--- config.mk ---
export PLATFORM = sky130hd
export DESIGN_NAME = load_cell_adc_serial_reader
export DESIGN_NICKNAME = d
export VERILOG_FILES = /design/src/hdl/lcr_pkg.sv /design/src/hdl/lcr_queue.sv /design/src/hdl/lcr_front.sv /design/src/hdl/lcr_back.sv /design/src/hdl/load_cell_adc_serial_reader.sv
export SDC_FILE = /design/constraint.sdc
export NUM_CORES = 1
export LEC_CHECK = 0
export ABC_AREA = 0
export BUFFER_PORTS_ARGS = -buffer_cell sky130_fd_sc_hd__buf_4
export CAP_MARGIN = 20
export CORE_ASPECT_RATIO = 0.6
export CORE_UTILIZATION = 30
export CTS_BUF_LIST = sky130_fd_sc_hd__clkbuf_16
export DETAILED_ROUTE_END_ITERATION = 8
export GPL_ROUTABILITY_DRIVEN = 0
export GPL_TIMING_DRIVEN = 0
export PLACE_DENSITY = 0.44
export SLEW_MARGIN = 0
export SYNTH_ARGS = -nofsm -noshare
export SYNTH_HDL_FRONTEND = slang
export SYNTH_SLANG_ARGS = --single-unit
--- constraint.sdc ---
create_clock -name clk -period 7.8 [get_ports clk]
set_clock_uncertainty 0.15 [all_clocks]
set_input_delay 0.39 -clock clk [delete_from_list [all_inputs] [get_ports clk]]
set_output_delay 0.39 -clock clk [all_outputs]
set_load 0.01 [all_outputs]
--- src/hdl/lcr_pkg.sv ---
// Shared types and constants for the load-cell converter serial reader.
package lcr_pkg;

  localparam int WORD_BITS   = 24;
  localparam int QUEUE_DEPTH = 2;

  typedef enum logic [1:0] {
    CMD_BIT     = 2'd0,
    CMD_CAPTURE = 2'd1,
    CMD_LOAD    = 2'd2
  } cmd_t;

  typedef enum logic [1:0] {
    GAIN_A128 = 2'd0,
    GAIN_A64  = 2'd1,
    GAIN_B32  = 2'd2
  } gain_mode_t;

  localparam logic [1:0] PULSES_A128 = 2'd1;
  localparam logic [1:0] PULSES_A64  = 2'd3;
  localparam logic [1:0] PULSES_B32  = 2'd2;

  typedef enum logic [1:0] {
    OP_SAMPLE,
    OP_CAPTURE,
    OP_LOAD
  } op_kind_t;

  typedef struct packed {
    op_kind_t                    kind;
    logic signed [WORD_BITS-1:0] value;
  } op_t;

  function automatic logic [1:0] pulses_for(gain_mode_t mode);
    logic [1:0] p;
    unique case (mode)
      GAIN_A64: p = PULSES_A64;
      GAIN_B32: p = PULSES_B32;
      default:  p = PULSES_A128;
    endcase
    return p;
  endfunction

endpackage

--- src/hdl/lcr_queue.sv ---
// Two-entry operation queue between the front and back ends.
module lcr_queue (
  input  logic         clk,
  input  logic         rst_n,
  input  logic         push,
  input  lcr_pkg::op_t push_op,
  output logic         push_ready,
  input  logic         pop,
  output logic         pop_valid,
  output lcr_pkg::op_t pop_op
);

  localparam int PTR_W = (lcr_pkg::QUEUE_DEPTH > 1) ? $clog2(lcr_pkg::QUEUE_DEPTH) : 1;
  localparam int CNT_W = $clog2(lcr_pkg::QUEUE_DEPTH + 1);

  lcr_pkg::op_t q_mem [lcr_pkg::QUEUE_DEPTH];
  logic [PTR_W-1:0] wr_ptr_r, rd_ptr_r;
  logic [CNT_W-1:0] count_r;

  assign push_ready = (count_r != CNT_W'(lcr_pkg::QUEUE_DEPTH));
  assign pop_valid  = (count_r != '0);
  assign pop_op     = q_mem[rd_ptr_r];

  function automatic logic [PTR_W-1:0] bump(logic [PTR_W-1:0] p);
    return (p == PTR_W'(lcr_pkg::QUEUE_DEPTH - 1)) ? '0 : p + PTR_W'(1);
  endfunction

  always_ff @(posedge clk) begin
    if (push && push_ready) q_mem[wr_ptr_r] <= push_op;
  end

  always_ff @(posedge clk) begin
    if (!rst_n) begin
      wr_ptr_r <= '0;
      rd_ptr_r <= '0;
      count_r  <= '0;
    end else begin
      if (push && push_ready) wr_ptr_r <= bump(wr_ptr_r);
      if (pop && pop_valid) rd_ptr_r <= bump(rd_ptr_r);
      case ({push && push_ready, pop && pop_valid})
        2'b10:   count_r <= count_r + CNT_W'(1);
        2'b01:   count_r <= count_r - CNT_W'(1);
        default: count_r <= count_r;
      endcase
    end
  end

endmodule

--- src/hdl/lcr_front.sv ---
// Front end: takes input transactions, assembles data bits, queues operations.
module lcr_front (
  input  logic                                 clk,
  input  logic                                 rst_n,
  input  logic                                 in_valid,
  output logic                                 in_stall,
  input  logic [1:0]                           in_cmd,
  input  logic                                 in_data_bit,
  input  logic signed [lcr_pkg::WORD_BITS-1:0] in_tare_value,
  output logic                                 push,
  output lcr_pkg::op_t                         push_op,
  input  logic                                 push_ready
);

  localparam int BC_W = $clog2(lcr_pkg::WORD_BITS + 1);

  logic [lcr_pkg::WORD_BITS-1:0] shift_r, shift_nxt;
  logic [BC_W-1:0]               count_r, count_nxt;
  logic                          accept;

  assign in_stall = !push_ready;
  assign accept   = in_valid && push_ready;

  always_comb begin
    shift_nxt     = shift_r;
    count_nxt     = count_r;
    push          = 1'b0;
    push_op.kind  = lcr_pkg::OP_SAMPLE;
    push_op.value = in_tare_value;
    unique case (lcr_pkg::cmd_t'(in_cmd))
      lcr_pkg::CMD_BIT: begin
        shift_nxt = {shift_r[lcr_pkg::WORD_BITS-2:0], in_data_bit};
        count_nxt = count_r + BC_W'(1);
        if (count_r == BC_W'(lcr_pkg::WORD_BITS - 1)) begin
          push          = accept;
          push_op.value = shift_nxt;
          shift_nxt     = '0;
          count_nxt     = '0;
        end
      end
      lcr_pkg::CMD_CAPTURE: begin
        push         = accept;
        push_op.kind = lcr_pkg::OP_CAPTURE;
      end
      lcr_pkg::CMD_LOAD: begin
        push         = accept;
        push_op.kind = lcr_pkg::OP_LOAD;
      end
      default: ;  // reserved command: dropped
    endcase
  end

  always_ff @(posedge clk) begin
    if (!rst_n) begin
      shift_r <= '0;
      count_r <= '0;
    end else if (accept) begin
      shift_r <= shift_nxt;
      count_r <= count_nxt;
    end
  end

endmodule

--- src/hdl/lcr_back.sv ---
// Back end: sample window, running sum, serial divider, tare and result register.
module lcr_back #(
  parameter int WINDOW_DEPTH = 16
) (
  input  logic                                 clk,
  input  logic                                 rst_n,
  input  logic                                 op_valid,
  input  lcr_pkg::op_t                         op,
  output logic                                 op_pop,
  input  lcr_pkg::gain_mode_t                  gain_mode,
  output logic                                 out_valid,
  input  logic                                 out_stall,
  output logic signed [lcr_pkg::WORD_BITS-1:0] out_sample_value,
  output logic signed [lcr_pkg::WORD_BITS-1:0] out_average_value,
  output logic signed [lcr_pkg::WORD_BITS:0]   out_net_sample,
  output logic signed [lcr_pkg::WORD_BITS:0]   out_net_average,
  output logic [1:0]                           out_gain_pulses,
  output logic [$clog2(WINDOW_DEPTH+1)-1:0]    out_window_fill
);

  localparam int W      = lcr_pkg::WORD_BITS;
  localparam int FILL_W = $clog2(WINDOW_DEPTH + 1);
  localparam int SLOT_W = (WINDOW_DEPTH > 1) ? $clog2(WINDOW_DEPTH) : 1;
  localparam int SUM_W  = W + FILL_W;
  localparam int STEP_W = $clog2(SUM_W);

  typedef enum logic [2:0] {
    ST_IDLE, ST_READ, ST_UPD, ST_ABS, ST_DIV, ST_SIGN, ST_FIN
  } state_t;

  state_t                  state_r;
  logic signed [W-1:0]     win_mem [WINDOW_DEPTH];
  logic signed [W-1:0]     sample_r, old_r, avg_r, tare_r;
  logic [SLOT_W-1:0]       slot_r;
  logic [FILL_W-1:0]       fill_r;
  logic signed [SUM_W-1:0] sum_r, sum_nxt;
  logic [SUM_W-1:0]        div_r;
  logic [FILL_W-1:0]       rem_r;
  logic [FILL_W:0]         rem_sh;
  logic [STEP_W-1:0]       step_r;
  logic                    neg_r, full, out_free;

  assign op_pop   = (state_r == ST_IDLE) && op_valid;
  assign full     = (fill_r == FILL_W'(WINDOW_DEPTH));
  assign out_free = !out_valid || !out_stall;
  assign rem_sh   = {rem_r, div_r[SUM_W-1]};

  always_comb begin
    sum_nxt = sum_r + SUM_W'(sample_r);
    if (full) sum_nxt = sum_nxt - SUM_W'(old_r);
  end

  // window store: old entry read before the slot is overwritten
  always_ff @(posedge clk) begin
    if (state_r == ST_READ) old_r <= win_mem[slot_r];
    if (state_r == ST_UPD) win_mem[slot_r] <= sample_r;
  end

  always_ff @(posedge clk) begin
    if (!rst_n) begin
      state_r   <= ST_IDLE;
      slot_r    <= '0;
      fill_r    <= '0;
      sum_r     <= '0;
      avg_r     <= '0;
      tare_r    <= '0;
      out_valid <= 1'b0;
    end else begin
      if (state_r == ST_FIN && out_free) out_valid <= 1'b1;
      else if (out_valid && !out_stall) out_valid <= 1'b0;
      unique case (state_r)
        ST_IDLE: begin
          if (op_valid) begin
            case (op.kind)
              lcr_pkg::OP_CAPTURE: tare_r <= avg_r;
              lcr_pkg::OP_LOAD:    tare_r <= op.value;
              default: begin
                sample_r <= op.value;
                state_r  <= ST_READ;
              end
            endcase
          end
        end
        ST_READ: state_r <= ST_UPD;
        ST_UPD: begin
          sum_r <= sum_nxt;
          if (!full) fill_r <= fill_r + FILL_W'(1);
          slot_r  <= (slot_r == SLOT_W'(WINDOW_DEPTH - 1)) ? '0 : slot_r + SLOT_W'(1);
          state_r <= ST_ABS;
        end
        ST_ABS: begin
          neg_r   <= sum_r[SUM_W-1];
          div_r   <= sum_r[SUM_W-1] ? SUM_W'(-sum_r) : SUM_W'(sum_r);
          rem_r   <= '0;
          step_r  <= '0;
          state_r <= ST_DIV;
        end
        ST_DIV: begin
          // restoring division, one quotient bit a cycle
          if (rem_sh >= {1'b0, fill_r}) begin
            rem_r <= FILL_W'(rem_sh - {1'b0, fill_r});
            div_r <= {div_r[SUM_W-2:0], 1'b1};
          end else begin
            rem_r <= rem_sh[FILL_W-1:0];
            div_r <= {div_r[SUM_W-2:0], 1'b0};
          end
          step_r <= step_r + STEP_W'(1);
          if (step_r == STEP_W'(SUM_W - 1)) state_r <= ST_SIGN;
        end
        ST_SIGN: begin
          avg_r   <= neg_r ? -$signed(div_r[W-1:0]) : $signed(div_r[W-1:0]);
          state_r <= ST_FIN;
        end
        ST_FIN: begin
          if (out_free) begin
            out_sample_value  <= sample_r;
            out_average_value <= avg_r;
            out_net_sample    <= {sample_r[W-1], sample_r} - {tare_r[W-1], tare_r};
            out_net_average   <= {avg_r[W-1], avg_r} - {tare_r[W-1], tare_r};
            out_gain_pulses   <= lcr_pkg::pulses_for(gain_mode);
            out_window_fill   <= fill_r;
            state_r           <= ST_IDLE;
          end
        end
        default: state_r <= ST_IDLE;
      endcase
    end
  end

endmodule

--- src/hdl/load_cell_adc_serial_reader.sv ---
// Top level of the load-cell converter serial reader.
//
// Input channel (in_valid / in_stall): one transaction per converter event.
//   cmd bit shifts in_data_bit into the word, MSB first; the 24th bit
//   completes a sample. cmd capture sets the tare to the current window
//   average, cmd load sets it to in_tare_value. Reserved command: dropped.
// Result channel (out_valid / out_stall): one transaction per completed
//   sample: sample, window average (truncated toward zero), both minus the
//   tare, gain pulses for the next conversion and the window fill.
// Config (cfg_valid / cfg_ready): gain_mode, always ready; code 3 ignored.
//
// Path: a completing bit reaches the result register through the queue,
//   window read and sum update, then the restoring divider over SUM_W =
//   24 + clog2(WINDOW_DEPTH+1) quotient bits, plus sign and output steps.
//   Non-completing bits never reach the back end; tare commands are taken
//   there in its idle state. A sample holds the back end until it is back
//   in idle; the two-entry queue keeps in_stall low while bits arrive at
//   the converter's pace.
// Stall: a held result blocks only the next result; the divider runs on and
//   tares are taken till that result waits; in_stall rises once the queue fills.
// Reset (synchronous, rst_n low): empties window, sum, tare and queue.
module load_cell_adc_serial_reader #(
  parameter int WINDOW_DEPTH = 16
) (
  input  logic                                 clk,
  input  logic                                 rst_n,
  input  logic                                 in_valid,
  output logic                                 in_stall,
  input  logic [1:0]                           in_cmd,
  input  logic                                 in_data_bit,
  input  logic signed [lcr_pkg::WORD_BITS-1:0] in_tare_value,
  output logic                                 out_valid,
  input  logic                                 out_stall,
  output logic signed [lcr_pkg::WORD_BITS-1:0] out_sample_value,
  output logic signed [lcr_pkg::WORD_BITS-1:0] out_average_value,
  output logic signed [lcr_pkg::WORD_BITS:0]   out_net_sample,
  output logic signed [lcr_pkg::WORD_BITS:0]   out_net_average,
  output logic [1:0]                           out_gain_pulses,
  output logic [$clog2(WINDOW_DEPTH+1)-1:0]    out_window_fill,
  input  logic                                 cfg_valid,
  output logic                                 cfg_ready,
  input  logic [1:0]                           cfg_data
);

  lcr_pkg::gain_mode_t gain_mode_r;
  lcr_pkg::op_t        push_op, pop_op;
  logic                push, push_ready, pop, pop_valid;

  // gain register: writes are always taken, the reserved code leaves it as is
  assign cfg_ready = 1'b1;

  always_ff @(posedge clk) begin
    if (!rst_n) begin
      gain_mode_r <= lcr_pkg::GAIN_A128;
    end else if (cfg_valid && cfg_ready) begin
      if (cfg_data == lcr_pkg::GAIN_A128 || cfg_data == lcr_pkg::GAIN_A64 ||
          cfg_data == lcr_pkg::GAIN_B32) begin
        gain_mode_r <= lcr_pkg::gain_mode_t'(cfg_data);
      end
    end
  end

  lcr_front u_front (
    .clk           (clk),
    .rst_n         (rst_n),
    .in_valid      (in_valid),
    .in_stall      (in_stall),
    .in_cmd        (in_cmd),
    .in_data_bit   (in_data_bit),
    .in_tare_value (in_tare_value),
    .push          (push),
    .push_op       (push_op),
    .push_ready    (push_ready)
  );

  lcr_queue u_queue (
    .clk        (clk),
    .rst_n      (rst_n),
    .push       (push),
    .push_op    (push_op),
    .push_ready (push_ready),
    .pop        (pop),
    .pop_valid  (pop_valid),
    .pop_op     (pop_op)
  );

  lcr_back #(.WINDOW_DEPTH(WINDOW_DEPTH)) u_back (
    .clk               (clk),
    .rst_n             (rst_n),
    .op_valid          (pop_valid),
    .op                (pop_op),
    .op_pop            (pop),
    .gain_mode         (gain_mode_r),
    .out_valid         (out_valid),
    .out_stall         (out_stall),
    .out_sample_value  (out_sample_value),
    .out_average_value (out_average_value),
    .out_net_sample    (out_net_sample),
    .out_net_average   (out_net_average),
    .out_gain_pulses   (out_gain_pulses),
    .out_window_fill   (out_window_fill)
  );

endmodule

# Word level (Yosys, flattened, before mapping)
# Memories as Yosys holds them, arrays and structs flattened. A register that Yosys moved wholly into a read port is not among the register bits.
# Index checks and enable logic that the tools add are counted.
dict set report word_totals {
  mem_count 2
  in_bits 34
  word_cells 134
  output_inout_bits 108
  ramBits 436
  reg_bits 293
}
# memory words width rd rd_clocked_by_memory_dff write_ports line
set mem_list {}
lappend mem_list {u_back.win_mem 16 24 1 1 1 lcr_back.sv:32} ;# logic signed [W-1:0] win_mem [WINDOW_DEPTH];
lappend mem_list {u_queue.q_mem 2 26 1 1 1 lcr_queue.sv:16} ;# lcr_pkg::op_t q_mem [lcr_pkg::QUEUE_DEPTH];
dict set report classes {
  n_lt_le_gt_ge 1
  n_bitwise 2
  muxes 34
  n_reduce_logical 31
  n_eq_ne 25
  addsub 15
}
# operator n
set ops {}
lappend ops {{$mux 24} 3}
lappend ops {{$mux 29} 2}
lappend ops {{$pmux 29 s2} 1}
lappend ops {{$sub 24x24->25} 2}
lappend ops {{$pmux 24 s2} 1}
lappend ops {{$add 29x24->29} 1}
lappend ops {{$neg 29->29} 1}
lappend ops {{$sub 29x24->29} 1}
lappend ops {{$neg 24->24} 1}
lappend ops {{$mux 23} 1}
lappend ops {{$pmux 3 s7} 1}
lappend ops {{$pmux 5 s2} 2}
lappend ops {{$add 5x1->5 const B} 3}
lappend ops {{$eq 5x5->1 const B} 3}
lappend ops {{$mux 1} 12}
lappend ops {{$mux 3} 4}
lappend ops {{$pmux 2 s2} 3}
lappend ops {{$eq 2x1->1 const B} 5}
lappend ops {{$eq 2x2->1 const B} 5}
lappend ops {{$mux 5} 2}
lappend ops {{$reduce_and 2->1} 5}
lappend ops {{$reduce_bool 2->1} 5}
lappend ops {{$eq 3x3->1 const B} 3}
lappend ops {{$reduce_and 4->1} 2}
lappend ops {{21 further kinds} 39}

# Depth between registers and ports, before layout
# Gate-level depths: netlist (run 1).
dict set report depth {
  word_depth 7
  ltp_mapped 22
  ltp_nobuf 22
}

# By module
# From an unflattened synthesis (run 1), not the netlist that was laid out.
dict set report unflattened {
  cells_unflattened 2522
  area_unflattened_um2 34772.1
}
# module n_inst area_per_inst_um2 cells_per_inst seq_area_each_um2
set modules_own_cells {}
lappend modules_own_cells {lcr_back 1 31121.1 2267 19128.3}
lappend modules_own_cells {lcr_queue 1 2104.5 105 1661.6}
lappend modules_own_cells {lcr_front 1 1456.4 141 560.5}
lappend modules_own_cells {load_cell_adc_serial_reader 1 90.1 9 40.0}

# Least setup slack after synthesis (run 1)
# OpenSTA, ideal clock, no wires.
dict set report synth_path {
  path_type {input port to flip-flop}
  from {input port rst_n}
  to {register u_back.out_average_value[0] (netlist name), enable pin}
  path_slack_ns 1.802
  arrival_time_ns 5.279
  cell_stages 4
  n_path_buf 2
  path_cell_list {clkbuf_1 -> clkbuf_1 -> nand2_1 -> nor2_1}
}
dict set report synth_between {
  elab_chain_cells 1
}
# element line
set synth_rtl {}
lappend synth_rtl {{start, declared} load_cell_adc_serial_reader.sv:26} ;# input logic rst_n,
lappend synth_rtl {{$reduce_and 3->1 (no line)} -}
lappend synth_rtl {{end signal, assigned} lcr_back.sv:117} ;# out_average_value <= avg_r;
lappend synth_rtl {{end, declared} lcr_back.sv:14} ;# output logic signed [lcr_pkg::WORD_BITS-1:0] out_average_value,
# No other way between the ends.
# A chain may end at the register's enable or synchronous reset.

# Worst setup path in the final report (run 1)
dict set report layout_path {
  from {register u_back.sample_r[0]}
  to {register u_back.sum_r[28]}
}
dict set report layout_between {
  elab_chain_cells 3
}
# element line
set layout_rtl {}
lappend layout_rtl {{start, declared} lcr_back.sv:33} ;# logic signed [W-1:0] sample_r, old_r, avg_r, tare_r;
lappend layout_rtl {{start signal, assigned} lcr_back.sv:78} ;# sample_r <= op.value;
lappend layout_rtl {{$add 29x24->29 *} lcr_back.sv:49} ;# sum_nxt = sum_r + SUM_W'(sample_r);
lappend layout_rtl {{$sub 29x24->29} lcr_back.sv:50} ;# if (full) sum_nxt = sum_nxt - SUM_W'(old_r);
lappend layout_rtl {{$mux 29 *} lcr_back.sv:50}
lappend layout_rtl {{end signal, assigned} lcr_back.sv:86} ;# sum_r <= sum_nxt;
lappend layout_rtl {{end, declared} lcr_back.sv:36} ;# logic signed [SUM_W-1:0] sum_r, sum_nxt;
# Every way passes the cells marked *; elsewhere a longest branch is shown, timed or not.

==> results of run 1 <==
placed cells by master (no fill, tap or decap), types with 18 or more instances in the layout:
| cell type | netlist | layout |
|---|---|---|
| a21oi_1 | 140 | 140 |
| xor2_1 | 78 | 78 |
| buf_4 | 1 | 141 |
| xnor2_1 | 69 | 69 |
| dlygate4sd3_1 | 0 | 32 |
| mux4_2 | 120 | 120 |
| clkbuf_1 | 79 | 78 |
| inv_1 | 108 | 129 |
| a211oi_1 | 32 | 32 |
| nor3_1 | 32 | 28 |
| nand2b_1 | 20 | 20 |
| a21o_1 | 34 | 34 |
| mux2i_1 | 30 | 30 |
| nand2_1 | 268 | 268 |
| ha_1 | 127 | 127 |
| buf_12 | 0 | 18 |
| a31oi_1 | 19 | 19 |
| buf_1 | 18 | 18 |
| nand3_1 | 32 | 32 |
| clkbuf_16 | 0 | 76 |
| nor2_1 | 163 | 147 |
| nor2b_1 | 23 | 22 |
| mux2_2 | 25 | 25 |
| dfxtp_1 | 125 | 125 |
| edfxtp_1 | 629 | 629 |
| and2_1 | 31 | 31 |
| o21ai_0 | 120 | 120 |
worst paths after layout:
path	from	endpoint	slack [ps]	cells past startpoint
min	in_tare_value[22]	u_queue.q_mem[1][22]$_DFFE_PP_	50	3
min reg2reg	u_front.shift_r[22]$_SDFFE_PN0P_	u_front.shift_r[22]$_SDFFE_PN0P_	320	2
max reg2reg	u_back.sample_r[0]$_DFFE_PP_	u_back.sum_r[28]$_SDFFE_PN0P_	340	21
max	u_back.sample_r[0]$_DFFE_PP_	u_back.sum_r[28]$_SDFFE_PN0P_	340	21
metrics by stage:
step / setup TNS, ps / std cells / area, um2 / power [uW]
final: 0 / 4380 / 40810 / 12390
after global routing: 0 / 4379 / 40800 / 13000
after CTS: 0 / 4374 / 40690 / 12400
after detailed placement: 0 / 4204 / 38020 / 8753
after floorplan: 0 / 2523 / 34290 / 7529
after global placement: -286520 / 4165 / 37210 / 8662
critical path, stage by stage (launching register included):
cell and delay [ps]:
edfxtp_1 980, ha_1 330, fa_1 220, a21oi_1 130
or3b_2 520, nand4_1 170, a2111oi_0 130, a211oi_1 490
nand3_1 200, a31oi_1 350, a41oi_1 370, xnor2_1 260
ha_1 260, nor3_1 470, o211ai_1 420, a31oi_1 540
o21ai_2 150, a31oi_1 220, mux2i_1 300, xnor2_1 180
or3_1 340, a21oi_1 160
sequential cells by signal, summed over array words and instances (netlist names), 23 cells and up, named ones only:
| signal | flops |
|---|---|
| u_front.shift_r | 23 |
| u_queue.q_mem | 52 |
| u_back.tare_r | 24 |
| u_back.div_r | 29 |
| u_back.avg_r | 24 |
| u_back.sum_r | 29 |
| u_back.sample_r | 24 |
| u_back.old_r | 24 |
| u_back.win_mem | 384 |
| u_back.out_net_sample | 25 |
| u_back.out_sample_value | 24 |
| u_back.out_net_average | 25 |
| u_back.out_average_value | 24 |
power groups by stage:
stage	sequential, uW	clock (uW)	combinational [uW]
2_1_floorplan	4930	0	2600
3_3_place_gp	5090	0	3570
3_5_place_dp	5090	0	3670
4_1_cts	5000	3690	3710
5_1_grt	5010	3840	4150
6_report	4990	3600	3810
synthesized netlist by cell type (all sizes together), types with 4 or more instances:
| cell | count |
|---|---|
| nor2b | 24 |
| a21oi | 140 |
| xnor2 | 69 |
| nor2 | 163 |
| o41ai | 10 |
| o21a | 10 |
| a31oi | 19 |
| nor3 | 32 |
| nand2b | 20 |
| dfxtp | 125 |
| mux2 | 25 |
| and2 | 31 |
| fa | 5 |
| a211oi | 32 |
| nand2 | 268 |
| o21bai | 5 |
| a2111oi | 4 |
| and4 | 4 |
| o21ai | 130 |
| and3 | 11 |
| edfxtp | 629 |
| buf | 21 |
| a311oi | 8 |
| or3 | 12 |
| a21o | 35 |
| xor2 | 78 |
| nand4 | 14 |
| nand3b | 5 |
| o311ai | 4 |
| clkbuf | 79 |
| o31a | 4 |
| a211o | 4 |
| a21boi | 7 |
| or4 | 9 |
| nor4 | 6 |
| o211ai | 12 |
| o31ai | 17 |
| ha | 127 |
| mux4 | 120 |
| or2 | 5 |
| inv | 109 |
| nand3 | 32 |
| mux2i | 30 |
routing by layer:
layer / GRT usage / up-vias
li1: - / 10110
met1: 0.3172 / 11770
met2: 0.2314 / 804
met3: 0.04630 / 93
met4: 0.03194 / 0
met5: 0 / -
cells by family after synthesis:
group	after synthesis
compound gates	459
xor+xnor	147
fa+ha+maj	132
buf+inv	209
flops	754
mux	175
other cells	1
simple gates	646
area by class of cell:
class	count	area share
inverter	109	0.01003
timing repair buffer	215	0.05197
sequential	754	0.5242
buffer	100	0.009383
clock inverter	62	0.01113
antenna	1	0.00006133
multi-input combinational	1560	0.3005
clock buffer	76	0.04661
tap	1503	0.04609
timing repair:
| action | 4_1_cts | 5_1_grt |
|---|---|---|
| endpoints found under the hold margin | 54 | 0 |
| hold buffers | 32 | 0 |
| gates resized for setup | 0 | 0 |
==> flow_metrics.env, run 1 <==
export IMPL_fp_dieW_um=438.5
export IMPL_synth_top_family_by_area="multiplexers"
export IMPL_syn_area_um2=34290
export IMPL_grt_max_degree=35
export IMPL_n_fill_cell=10750
export IMPL_rsz0062_at_grt="false"
export IMPL_whs_ps=51.17
export IMPL_ios=142
export IMPL_htree_levels=3
export IMPL_cts_sinks=754
export IMPL_yosysWarnings=0
export IMPL_period_needed_ps=7457
export IMPL_synthAdderAreaFrac=0.04926
export IMPL_final_nets=2980
export IMPL_cp_max_fo=19
export IMPL_p_seq_frac=0.403
export IMPL_clock_path_buffers=3
export IMPL_cts_tree="done"
export IMPL_syn_nets=2689
export IMPL_initial_utilization=0.3046
export IMPL_worst_slack_ps=342.6
export IMPL_fmax_mhz=134.1
export IMPL_vias=22780
export IMPL_status="finished clean"
export IMPL_ys_flop_type="edfxtp_1"
export IMPL_met3WireLength_um=8918
export IMPL_grt_pass1_wl_um=156000
export IMPL_clock_latency_ps=680
export IMPL_grt_use_total=0.1873
export IMPL_synthCells=2523
export IMPL_hold_class="primary input to flip-flop"
export IMPL_power_leakage_uw=0.01407
export IMPL_yosys_area_share_simple=0.08637
export IMPL_required_ps=8230
export IMPL_antenna_left=0
export IMPL_worstSetupPathType="flip-flop to flip-flop"
export IMPL_synth_compound_area_frac=0.08400
export IMPL_firstDrtPassIters=5
export IMPL_drv_slew=0
export IMPL_yosysUniqueCellTypes=75
export IMPL_p_int_uw=8210
export IMPL_remaining_drc_errors=0
export IMPL_dr_max_layer_used="met4"
export IMPL_drt_wl_total_um=109100
export IMPL_grt_antenna_before_repair=7
export IMPL_die_height_um=263.9
export IMPL_path_clk_slew_ps=60
export IMPL_ir_worst_vdd_mv=0.1670
export IMPL_hold_viol=0
export IMPL_switching_power_uw=4182
export IMPL_multi_input_area_um2=12260
export IMPL_seq_area_frac_synth=0.6239
export IMPL_port_buffers=139
export IMPL_final_layout_size_suffix_gt1_frac=0.1679
export IMPL_pre_cts_slack_ps=682.6
export IMPL_synth_async_reset_ratio=0
export IMPL_p_clk_frac=0.290
export IMPL_hpwl_um=80230
export IMPL_startpoint_type="flip-flop"
export IMPL_met2WireLength_um=40320
export IMPL_fp_row_count=95
export IMPL_post_synth_xor_area_fraction=0.03755
export IMPL_syn2layout_area_growth_pct=19.01
export IMPL_via_per_inst=5.200
export IMPL_maxSlewHeadroom=0.2356
export IMPL_synth_area_leaders="edfxtp_1, mux4_2, dfxtp_1"
export IMPL_crit_path_end_kind="flip-flop"
export IMPL_grt_overflow_total=0
export IMPL_root_buffer="clkbuf_16"
export IMPL_arrival_ps=7890
export IMPL_cap_violations=0
export IMPL_post_cts_setup_buffers=0
export IMPL_core_area_um2=112600
export IMPL_fin_crit_sh=0.9561
export IMPL_power_frac_comb=0.307
export IMPL_yosysTopAreaCell="edfxtp_1"
export IMPL_grt_pass1_vias=21810
export IMPL_final_core_util=0.3625
export IMPL_cts_buffers=74
export IMPL_worst_pin_slew_ps=1147
export IMPL_drt_first_iter_violations=2632
export IMPL_met1_length_um=58540
export IMPL_wl_per_cell_um=24.91
export IMPL_synthMuxAreaShare=0.09579
export IMPL_ff_latch_area_um2=21390
export IMPL_netlist_area_leader_share=0.5509
export IMPL_dieArea_um2=115700
export IMPL_setup_viol=0
export IMPL_avgSynthCellArea_um2=13.59
export IMPL_powerDensity_nw_per_um2=303.7
export IMPL_ys_seq_elements=754
export IMPL_synth_edff_count=629
export IMPL_switching_share=0.3375
Power figures use the tool's default switching activity.
==> run 2, diff against run 1 <==
--- a/config.mk
+++ b/config.mk
@@ -8,7 +8,7 @@
 export ABC_AREA = 0
 export BUFFER_PORTS_ARGS = -buffer_cell sky130_fd_sc_hd__buf_4
 export CAP_MARGIN = 20
-export CORE_ASPECT_RATIO = 0.6
+export CORE_ASPECT_RATIO = 1.1
 export CORE_UTILIZATION = 30
 export CTS_BUF_LIST = sky130_fd_sc_hd__clkbuf_16
 export DETAILED_ROUTE_END_ITERATION = 8
==> constraint.sdc (replaced) <==
create_clock -name clk -period 7.37 [get_ports clk]
set_clock_uncertainty 0.15 [all_clocks]
set_input_delay 0.3685 -clock clk [delete_from_list [all_inputs] [get_ports clk]]
set_output_delay 0.3685 -clock clk [all_outputs]
set_load 0.01 [all_outputs]
==> run 2 against run 1 <==
Effect of this change:
- clock power increased by 12%
- core utilization increased by 0.17 points
- sequential share of layout area decreased by 0.37 points
- clock-buffer cell count increased by 7
- hold slack improved by 35 ps
- non-clock buffer count increased by 1
- global-route usage decreased by 1.3 points
- critical path depth unchanged
- wire length decreased by 7.2%
- critical endpoint unchanged
==> flow_metrics.env, run 2 (synthesized netlist as in run 1, its figures left out) <==
export IMPL_status="finished clean"
export IMPL_hp_start="in_valid"
export IMPL_worstSetupPathType="flip-flop to flip-flop"
export IMPL_drt_wl_total_um=101200
export IMPL_wl_per_cell_um=23.03
export IMPL_grt_pass1_wl_um=148600
export IMPL_syn2layout_area_growth_pct=19.85
export IMPL_required_ps=7770
export IMPL_cts_resized_gates=0
export IMPL_final_layout_size_suffix_gt1_frac=0.1704
export IMPL_core_area_um2=112800
export IMPL_power_frac_comb=0.295
export IMPL_htree_levels=3
export IMPL_dieArea_um2=115700
export IMPL_powerDensity_nw_per_um2=321.3
export IMPL_clock_path_buffers=3
export IMPL_final_common_cell="edfxtp_1"
export IMPL_critPathSlowestCell="edfxtp_1"
export IMPL_antenna_left=0
export IMPL_via_per_inst=5.008
export IMPL_fmax_mhz=154.5
export IMPL_finalPower_uw=13210
export IMPL_holdPathStages=4
export IMPL_p_seq_frac=0.400
export IMPL_place_inst=4202
export IMPL_grt_overflow_total=0
export IMPL_min_to="u_front.shift_r[1]$_SDFFE_PN0P_"
export IMPL_arrival_ps=6870
export IMPL_cp_common_cell="a31oi_1"
export IMPL_path_delay_family="compound AO/OA/AOI/OAI gates"
export IMPL_cap_violations=0
export IMPL_ir_worst_vdd_mv=0.1777
export IMPL_crit_chain="ha_1 -> fa_1 -> a21oi_1 -> or3b_2 -> nand4_1 -> a2111oi_0 -> a211oi_1 -> nand3_1 -> a31oi_1 -> a41oi_1 -> xnor2_1 -> ha_1 -> nor3_1 -> o211ai_1 -> a31oi_1 -> o21ai_2 -> a31oi_1 -> mux2i_1 -> xnor2_1 -> or3_1 -> a21oi_1"
export IMPL_clock_latency_ps=660
export IMPL_n_fill_cell=10770
export IMPL_r2r_setup_slack_ps=900
export IMPL_final_nets=2988
export IMPL_setup_viol=0
export IMPL_die_height_um=356.6
export IMPL_grt_use_total=0.1742
export IMPL_p_clk_frac=0.305
export IMPL_power_leakage_uw=0.01423
export IMPL_grt_pass1_vias=22610
export IMPL_remaining_drc_errors=0
export IMPL_ff_latch_area_um2=21390
export IMPL_crit_path_max_incr_delay_ps=1010
export IMPL_grt_antenna_before_repair=2
export IMPL_hold_class="primary input to flip-flop"
export IMPL_switching_share=0.3283
export IMPL_top_regs="u_back.win_mem (384), u_queue.q_mem (52)"
export IMPL_hpwl_um=72110
export IMPL_rsz0062_at_grt="false"
export IMPL_path_clk_slew_ps=60
export IMPL_largest_reg_flops=384
export IMPL_crit_path_end_kind="flip-flop"
export IMPL_firstDrtPassIters=7
export IMPL_grt_max_degree=36
export IMPL_most_common_layout_cells="edfxtp_1, nand2_1, nor2_1"
export IMPL_ios=142
export IMPL_fp_dieW_um=324.3
export IMPL_root_buffer="clkbuf_16"
export IMPL_period_needed_ps=6472
export IMPL_top_register="u_back.win_mem"
export IMPL_cts_sinks=754
export IMPL_vias=22010
export IMPL_whs_ps=85.71
export IMPL_multi_input_area_um2=12250
export IMPL_r2r_end="u_back.sum_r[28]$_SDFFE_PN0P_"
export IMPL_cts_tree="done"
export IMPL_drt_first_iter_violations=1611
export IMPL_tns_ps=0
export IMPL_drv_slew=0
export IMPL_fin_crit_sh=0.8782
export IMPL_reg2reg_from="u_back.sample_r[0]$_DFFE_PP_"
export IMPL_reg2reg_depth=21
export IMPL_hold_viol=0
export IMPL_maxSlewHeadroom=0.2535
export IMPL_cp_buffers_inverters=0
export IMPL_cts_buffers=81
export IMPL_startpoint_type="flip-flop"
export IMPL_initial_utilization=0.3039
export IMPL_cp_max_fo=19
export IMPL_p_int_uw=8870
export IMPL_fp_row_count=129
export IMPL_worst_pin_slew_ps=1120
export IMPL_switching_power_uw=4335
export IMPL_instances_no_fill=4395
export IMPL_port_buffers=139
==> run 2: cell type report <==
class | count | share of cell area
well taps | 1506 | 0.04585
plain buffers | 100 | 0.009286
clock buffers | 83 | 0.05054
clock inverters | 66 | 0.01303
inverters | 109 | 0.009956
multi-input cells | 1560 | 0.2982
repair buffers | 216 | 0.05255
diodes | 1 | 0.00006089
flip-flops and latches | 754 | 0.5205
==> run 2: how the worst max path moves through the flow <==
| stage | start | to | cells past startpoint |
|---|---|---|---|
| CTS | u_back.sample_r[1]$_DFFE_PP_ | u_back.sum_r[28]$_SDFFE_PN0P_ | 21 |
| finish | u_back.sample_r[0]$_DFFE_PP_ | u_back.sum_r[28]$_SDFFE_PN0P_ | 21 |
| detailed placement | u_back.sample_r[1]$_DFFE_PP_ | u_back.sum_r[28]$_SDFFE_PN0P_ | 21 |
| global route | u_back.sample_r[0]$_DFFE_PP_ | u_back.sum_r[28]$_SDFFE_PN0P_ | 21 |
| floorplan | rst_n | u_back.out_average_value[0]$_DFFE_PP_ | 4 |
| global placement | rst_n | u_back.out_sample_value[3]$_DFFE_PP_ | 4 |
==> run 2: timing repair <==
item / 4_1_cts / 5_1_grt
endpoints found under the hold margin: 56 / 0
setup buffers: 0 / 0
hold buffers: 33 / 0
==> run 2: layer usage <==
metal  routed length, um  part of all wire  global-route usage
met1               45950              0.45              0.2339
met2               47880              0.47              0.2859
met3                4702             0.046             0.02819
met4                2662             0.026             0.05877
met5                  24           0.00024                   0
==> run 2: worst register-to-register path, cell delays in order, from the launching register on <==
cell	delay (ps)
edfxtp_1	1010
ha_1	360
fa_1	220
a21oi_1	90
or3b_2	510
nand4_1	160
a2111oi_0	140
a211oi_1	390
nand3_1	180
a31oi_1	290
a41oi_1	230
xnor2_1	200
ha_1	240
nor3_1	300
o211ai_1	250
a31oi_1	400
o21ai_2	150
a31oi_1	230
mux2i_1	280
xnor2_1	130
or3_1	320
a21oi_1	150
==> run 2: metrics by stage <==
step	worst slack (ps)	instance area (um2)	utilization
4_1_cts	861.3	40920	0.3627
3_5_place_dp	900.4	37970	0.3366
5_1_grt	492.0	41090	0.3642
3_3_place_gp	-2676	37220	0.3299
2_1_floorplan	1394	34290	-
6_report	897.6	41090	0.3642
==> run 2: power groups by stage <==
stage	sequential, uW	clock [uW]	combinational (uW)
6_report	5280	4020	3900
5_1_grt	5310	4270	4290
4_1_cts	5310	4130	3850
3_5_place_dp	5400	0	3800
3_3_place_gp	5400	0	3690
2_1_floorplan	5220	0	2750
